### src/sv/ezr_pkg.sv
`timescale 1ns / 1ps
// Shared types, constants and arithmetic helpers for the ZXY Euler-to-matrix unit.
package ezr_pkg;

  // Defaults for the top-level parameters
  localparam int ANGLE_BITS_DEF    = 16;
  localparam int OUT_FRAC_BITS_DEF = 14;
  localparam int CORDIC_STEPS_DEF  = 16;

  // Internal number formats: angles as a 32-bit turn, trig values in Q30
  localparam int TURN_W = 32;
  localparam int CW     = 33;  // CORDIC datapath width (x, y, z)
  localparam int TRIG_W = 32;  // sine/cosine and product width
  localparam int Q_FRAC = 30;

  localparam logic signed [CW-1:0] GAIN_INV = CW'(652032874);

  // atan(2^-i) as a fraction of a full 2^32 turn
  localparam logic signed [CW-1:0] ATAN_TURNS [0:31] = '{
    CW'(536870912), CW'(316933406), CW'(167458907), CW'(85004756),
    CW'(42667331),  CW'(21354465),  CW'(10679838),  CW'(5340245),
    CW'(2670163),   CW'(1335087),   CW'(667544),    CW'(333772),
    CW'(166886),    CW'(83443),     CW'(41722),     CW'(20861),
    CW'(10430),     CW'(5215),      CW'(2608),      CW'(1304),
    CW'(652),       CW'(326),       CW'(163),       CW'(81),
    CW'(41),        CW'(20),        CW'(10),        CW'(5),
    CW'(3),         CW'(1),         CW'(1),         CW'(0)
  };

  localparam logic signed [2*TRIG_W-1:0] MUL_RND = (2*TRIG_W)'(1) << (Q_FRAC - 1);

  typedef enum logic [1:0] {
    QUAD_0 = 2'd0,
    QUAD_1 = 2'd1,
    QUAD_2 = 2'd2,
    QUAD_3 = 2'd3
  } quad_t;

  typedef struct packed {
    logic signed [TRIG_W-1:0] c;
    logic signed [TRIG_W-1:0] s;
  } trig_t;

  // Q30 product, rounded half up
  function automatic logic signed [TRIG_W-1:0] mul_q(input logic signed [TRIG_W-1:0] a,
                                                     input logic signed [TRIG_W-1:0] b);
    logic signed [2*TRIG_W-1:0] p;
    p = a * b + MUL_RND;
    return TRIG_W'(p >>> Q_FRAC);
  endfunction

endpackage

### src/sv/ezr_cordic_lane.sv
`timescale 1ns / 1ps
// Pipelined rotation-mode CORDIC lane: one binary angle to its cosine and sine.
module ezr_cordic_lane #(
  parameter int ANGLE_BITS   = ezr_pkg::ANGLE_BITS_DEF,
  parameter int CORDIC_STEPS = ezr_pkg::CORDIC_STEPS_DEF
) (
  input  logic                  clk,
  input  logic                  en,
  input  logic [ANGLE_BITS-1:0] angle,
  output ezr_pkg::trig_t        trig_o
);
  import ezr_pkg::*;

  logic [TURN_W-1:0] turn, turn_bias, fold;
  quad_t             quad;

  logic signed [CW-1:0] x_r [0:CORDIC_STEPS];
  logic signed [CW-1:0] y_r [0:CORDIC_STEPS];
  logic signed [CW-1:0] z_r [0:CORDIC_STEPS];
  quad_t                q_r [0:CORDIC_STEPS];
  trig_t                trig_r;

  // fold into [-pi/4, pi/4) plus a quarter-turn count
  always_comb begin
    turn      = TURN_W'(angle) << (TURN_W - ANGLE_BITS);
    turn_bias = turn + (TURN_W'(1) << (TURN_W - 3));
    quad      = quad_t'(turn_bias[TURN_W-1 -: 2]);
    fold      = turn - {turn_bias[TURN_W-1 -: 2], {(TURN_W-2){1'b0}}};
  end

  always_ff @(posedge clk) begin
    if (en) begin
      x_r[0] <= GAIN_INV;
      y_r[0] <= '0;
      z_r[0] <= CW'(signed'(fold));
      q_r[0] <= quad;
    end
  end

  for (genvar i = 0; i < CORDIC_STEPS; i++) begin : g_step
    always_ff @(posedge clk) begin
      if (en) begin
        q_r[i+1] <= q_r[i];
        if (!z_r[i][CW-1]) begin
          x_r[i+1] <= x_r[i] - (y_r[i] >>> i);
          y_r[i+1] <= y_r[i] + (x_r[i] >>> i);
          z_r[i+1] <= z_r[i] - ATAN_TURNS[i];
        end else begin
          x_r[i+1] <= x_r[i] + (y_r[i] >>> i);
          y_r[i+1] <= y_r[i] - (x_r[i] >>> i);
          z_r[i+1] <= z_r[i] + ATAN_TURNS[i];
        end
      end
    end
  end

  // undo the quarter turn exactly
  always_ff @(posedge clk) begin
    if (en) begin
      case (q_r[CORDIC_STEPS])
        QUAD_1: begin
          trig_r.c <= TRIG_W'(-y_r[CORDIC_STEPS]);
          trig_r.s <= TRIG_W'(x_r[CORDIC_STEPS]);
        end
        QUAD_2: begin
          trig_r.c <= TRIG_W'(-x_r[CORDIC_STEPS]);
          trig_r.s <= TRIG_W'(-y_r[CORDIC_STEPS]);
        end
        QUAD_3: begin
          trig_r.c <= TRIG_W'(y_r[CORDIC_STEPS]);
          trig_r.s <= TRIG_W'(-x_r[CORDIC_STEPS]);
        end
        default: begin
          trig_r.c <= TRIG_W'(x_r[CORDIC_STEPS]);
          trig_r.s <= TRIG_W'(y_r[CORDIC_STEPS]);
        end
      endcase
    end
  end

  assign trig_o = trig_r;

endmodule

### config.mk
export PLATFORM = sky130hd
export DESIGN_NAME = ezr_cordic_lane
export DESIGN_NICKNAME = d
export VERILOG_FILES = /design/src/sv/ezr_pkg.sv /design/src/sv/ezr_cordic_lane.sv
export SDC_FILE = /design/constraint.sdc
export NUM_CORES = 2
export LEC_CHECK = 0
export BUFFER_PORTS_ARGS = -buffer_cell sky130_fd_sc_hd__buf_2
export CAP_MARGIN = 20
export CORE_MARGIN = 2
export CORE_UTILIZATION = 44
export DETAILED_ROUTE_END_ITERATION = 10
export PLACE_DENSITY_LB_ADDON = 0.05
export SETUP_SLACK_MARGIN = 0.1
export SYNTH_ARGS = -nofsm -noshare
export SYNTH_HDL_FRONTEND = slang
export SYNTH_SLANG_ARGS = --single-unit
export TNS_END_PERCENT = 20
### constraint.sdc
create_clock -name clk -period 6.1 [get_ports clk]
set_input_delay 0.61 -clock clk [delete_from_list [all_inputs] [get_ports clk]]
set_output_delay 0.61 -clock clk [all_outputs]
set_load 0.01 [all_outputs]
Yosys cells after proc, flatten, opt, wreduce, memory -nomap -nowiden
Memories as Yosys holds them, arrays and structs flattened.
Cells that the tools add are included.

operators by class
  bitwise operators = 48
  add/subtract/negate cells = 99
  eq/ne operators = 3
  multiplexer cells = 147

operators by type and width
  kind              count
  $mux W33          48
  $pmux W64 S3      1
  $mux W1           98
  $add A33 B18 Y33  2
  $add A33 B19 Y33  2
  $add A33 B20 Y33  2
  $add A33 B21 Y33  2
  $add A33 B22 Y33  2
  $add A33 B23 Y33  2
  $add A33 B24 Y33  2
  $add A33 B25 Y33  2
  $add A33 B26 Y33  2
  $add A33 B27 Y33  2
  $add A33 B28 Y33  2
  $add A33 B29 Y33  2
  $add A33 B30 Y33  2
  $add A33 B31 Y33  2
  $add A33 B32 Y33  2
  $sub A33 B18 Y33  2
  $sub A33 B19 Y33  2
  $sub A33 B20 Y33  2
  $sub A33 B21 Y33  2
  $sub A33 B22 Y33  2
  $sub A33 B23 Y33  2
  49 further kinds  108

word-level totals
  memories = 4
  logic and storage cells = 303
  output and inout port bits = 64
  register bits after elaboration = 64
  RAM bits = 1717
  input bits = 18

memory list
  name  depth  bits a word  rd ports  clocked after Yosys merged registers in  write ports  RTL line               RTL
  x_r   17     33           17        0                                        17           ezr_cordic_lane.sv:17  logic signed [CW-1:0] x_r [0:CORDIC_STEPS];
  y_r   17     33           17        0                                        17           ezr_cordic_lane.sv:18  logic signed [CW-1:0] y_r [0:CORDIC_STEPS];
  z_r   17     33           16        0                                        17           ezr_cordic_lane.sv:19  logic signed [CW-1:0] z_r [0:CORDIC_STEPS];
  q_r   17     2            17        0                                        17           ezr_cordic_lane.sv:20  quad_t q_r [0:CORDIC_STEPS];

Logic depth before layout (Yosys ltp)
An unclocked memory read counts as a cell.

  depth after elaboration = 5
  mapped depth = 21
  mapped depth without buffers = 21

Least setup slack after synthesis
No wires, ideal clock.

  path type = input to register
  from = input en
  to = memory y_r[6][32] (data pin)
  arrival = 5.148 ns
  data required time = 5.842 ns
  buffers on the path = 4
  library setup time = 0.258 ns
  setup slack = 0.695 ns
  stages on the path = 20
  cell sequence = clkbuf_1 > clkbuf_1 > nand2_1 > inv_1 > clkbuf_1 > clkbuf_1 > nor2_1 > xnor2_1 > ha_1 > a211oi_1 > o21bai_1 > a2111o_1 > a41oi_2 > a21o_1 > a41oi_1 > o21a_1 > o31a_1 > a221o_1 > a21oi_2 > xnor2_1

RTL lines
  item             RTL line               RTL
  start, declared  ezr_cordic_lane.sv:8   input logic en,
  end, declared    ezr_cordic_lane.sv:18

==> impl_metrics.yaml <==
setup_path:
  startpoint: "x_r[10][17]"
  cp-end-kind: "flip-flop"
  path_max_fanout: 5
  r2r_start: "x_r[10][17]"
  crit_required_ns: 6.70
  crit_arrival_ns: 6.11
  crit_type: "flip-flop to flip-flop"
  startpoint_type: "flip-flop"
  worstRegToRegCells: 17
logic_synthesis:
  syn-num-nets: 13910
  yosysTopAreaCell: "edfxtp_1"
  synth.most_common_cell: "edfxtp_1"
  synth_top_area_share: 0.3683
  ys_top_cells_by_count: "1,498 x edfxtp_1, 1,348 x ha_1, 1,317 x a21oi_1"
  synth_ff_type: "edfxtp_1"
  synth_edf_count: 1498
  netlist_area_mm2: 0.1221
  synth_cell_types: 94
  avgSynthCellArea_um2: 9.773
  synth_seq_area_share: 0.3683
  async_flop_share: 0
  netlist_instances: 12500
  synth_area_leaders: "edfxtp_1 37%, ha_1 14%, xnor2_1 8.6%"
  ys_seq_elements: 1498
  yosysWarnings: 0
clocking:
  path_clk_slew_ns: 0.07
  clock-sinks: 1498
  post_cts_buffers: 0
  cts_buffers: 184
  cts_buffer_depth: 4
  clock_tree.root_cell: "clkbuf_16"
  cts_tree: "done"
  clock_latency_ns: 0.87
  cts_max_level: 4
route:
  via_count: 94160
  ant_nets: 0
  totalWireLength_um: 335000
  wl_per_cell_um: 20.27
  firstDrtPassIters: 6
  drtIter0Drc: 6917
  drc_errors: 0
  viasPerCell: 5.697
sta:
  fmax_mhz: 181.4
  worstMarginPinSlew_ns: 1.057
  final.setup.worst_slack_ns: 0.5858
  slew_viol_final: 0
  relSlewSlack: 0.2952
  period_needed_ns: 5.514
  rsz0062_at_grt: "false"
  fin_skew_ns: 0.03468
  timing.final.crit_share: 0.9040
  hold_violations: 0
  setup_viol: 0
  final.setup.tns_ns: 0
  whs_ns: 0.09270
global_route:
  grt_antenna_before_repair: 6
  grt_pass1_vias: 91230
  grt_max_degree: 170
  grt_pass1_wl_um: 521900
  grt.total_usage: 0.2325
  grt_remaining_overflow: 0
final_layout:
  multi_input_area_mm2: 0.07461
  fillers: 25740
  drive_gt1_frac: 0.04874
  post-route-util: 0.4835
  final_nets: 14090
  area_growth_syn_to_layout_pct: 9.338
  final-seq-area_mm2: 0.04498
placement:
  port_buffers: 81
  dp_hpwl_um: 267200
  gp_congestion: 0.9232
  post-place-ws_ns: 0.5903
job:
  maxCapViolations: 0
floorplan:
  io-pin-count: 82
  rows: 193
  die_width_um: 530.9
  coreArea_mm2: 0.2763
  start_util: 0.4422
  die_area_mm2: 0.2818
  fp.dieH_um: 530.9
outcome:
  status: "completed"
worst_hold_path:
  hp-class: "primary input to flip-flop"
  whs_path_depth: 2
  min_from: "angle[14]"
path summary, 6_finish.rpt:
path	endpoint	slack (ns)
max	y_r[11][30]	0.59
min	z_r[0][30]	0.09
min reg2reg	q_r[1][5]	0.42
max reg2reg	y_r[11][30]	0.59
flip-flops by register name (all words and copies together) (netlist names):
| register | cells |
|---|---|
| q_r | 34 |
| z_r | 436 |
| trig_o | 64 |
| y_r | 495 |
| x_r | 469 |
area by class of cell:
cell class / count / area share
flip-flops and latches: 1498 / 0.3368
repair buffers: 211 / 0.01154
diodes: 1 / 0.00001874
clock inverters: 124 / 0.009256
clock buffers: 206 / 0.03589
well taps: 3705 / 0.03471
inverters: 468 / 0.01315
multi-input cells: 10320 / 0.5586
critical path: stages (launching register included):
cell and delay, ns:
edfxtp_1 0.47, nor4_1 0.46, nor2b_1 0.29, nand3_1 0.15, nor4_1 0.57, a21oi_1 0.19
xnor2_1 0.36, ha_1 0.36, a21o_1 0.18, a21o_1 0.20, nand3b_1 0.16, a21oi_1 0.26
o22ai_1 0.13, a221oi_1 0.64, o21ai_0 0.34, nand3_1 0.19, a32oi_1 0.13, xor2_1 0.16
layer usage:
layer | GRT usage | up-vias | routed length [um]
met5 | 0 | - | 27
met2 | 0.3984 | 1868 | 159200
met4 | 0.06323 | 4 | 8945
met3 | 0.02287 | 419 | 12370
li1 | - | 46920 | -
met1 | 0.3116 | 44950 | 154500
layout by cell type (no fill, tap or decap), types with 46 or more instances in the layout:
cell / n
edfxtp_1: 1498
ha_1: 1348
a21oi_1: 1317
xnor2_1: 1198
nor2_1: 938
o21ai_0: 705
nand2_1: 688
xor2_1: 652
a21o_1: 644
inv_1: 458
nor3_1: 261
nand2b_1: 256
o21a_1: 201
clkbuf_16: 189
nand3_1: 185
nor2b_1: 147
o31ai_1: 144
o21bai_1: 135
a31oi_1: 109
buf_4: 105
a211oi_1: 102
nand4_1: 99
nor4_1: 98
and3_1: 96
buf_2: 81
or3_1: 76
mux2i_1: 67
o41ai_1: 65
and2_1: 57
or4_1: 54
clkinv_1: 47
or2_2: 46
kinds of logic (layout without fill, tap and decap cells):
family | Yosys count | count (layout) | synth area share
compound gates | 3865 | 3865 | 0.2003
xor+xnor | 1852 | 1852 | 0.1330
fa+ha+maj | 1390 | 1390 | 0.1450
buf+inv | 685 | 1009 | 0.02114
flops | 1498 | 1498 | 0.3683
mux | 101 | 101 | 0.008809
other cells | 0 | 1 | 0
simple gates | 3108 | 3108 | 0.1236
metrics by stage:
stage	instance area [um^2]	cells
finish	133600	16530
global route	133600	16530
CTS	133500	16530
detailed placement	127400	16180
global placement	127400	16180
floorplan	122200	12500
timing repair:
item / 4_1_cts / 5_1_grt
hold buffers: 14 / 0
gates resized for setup: 0 / 0
endpoints found under the hold margin: 14 / 0
setup endpoints to repair: 0 / 0
Power is left out: the tool's default activity adds up to more than one toggle a clock period on the data nets, which glitch-free logic cannot reach.
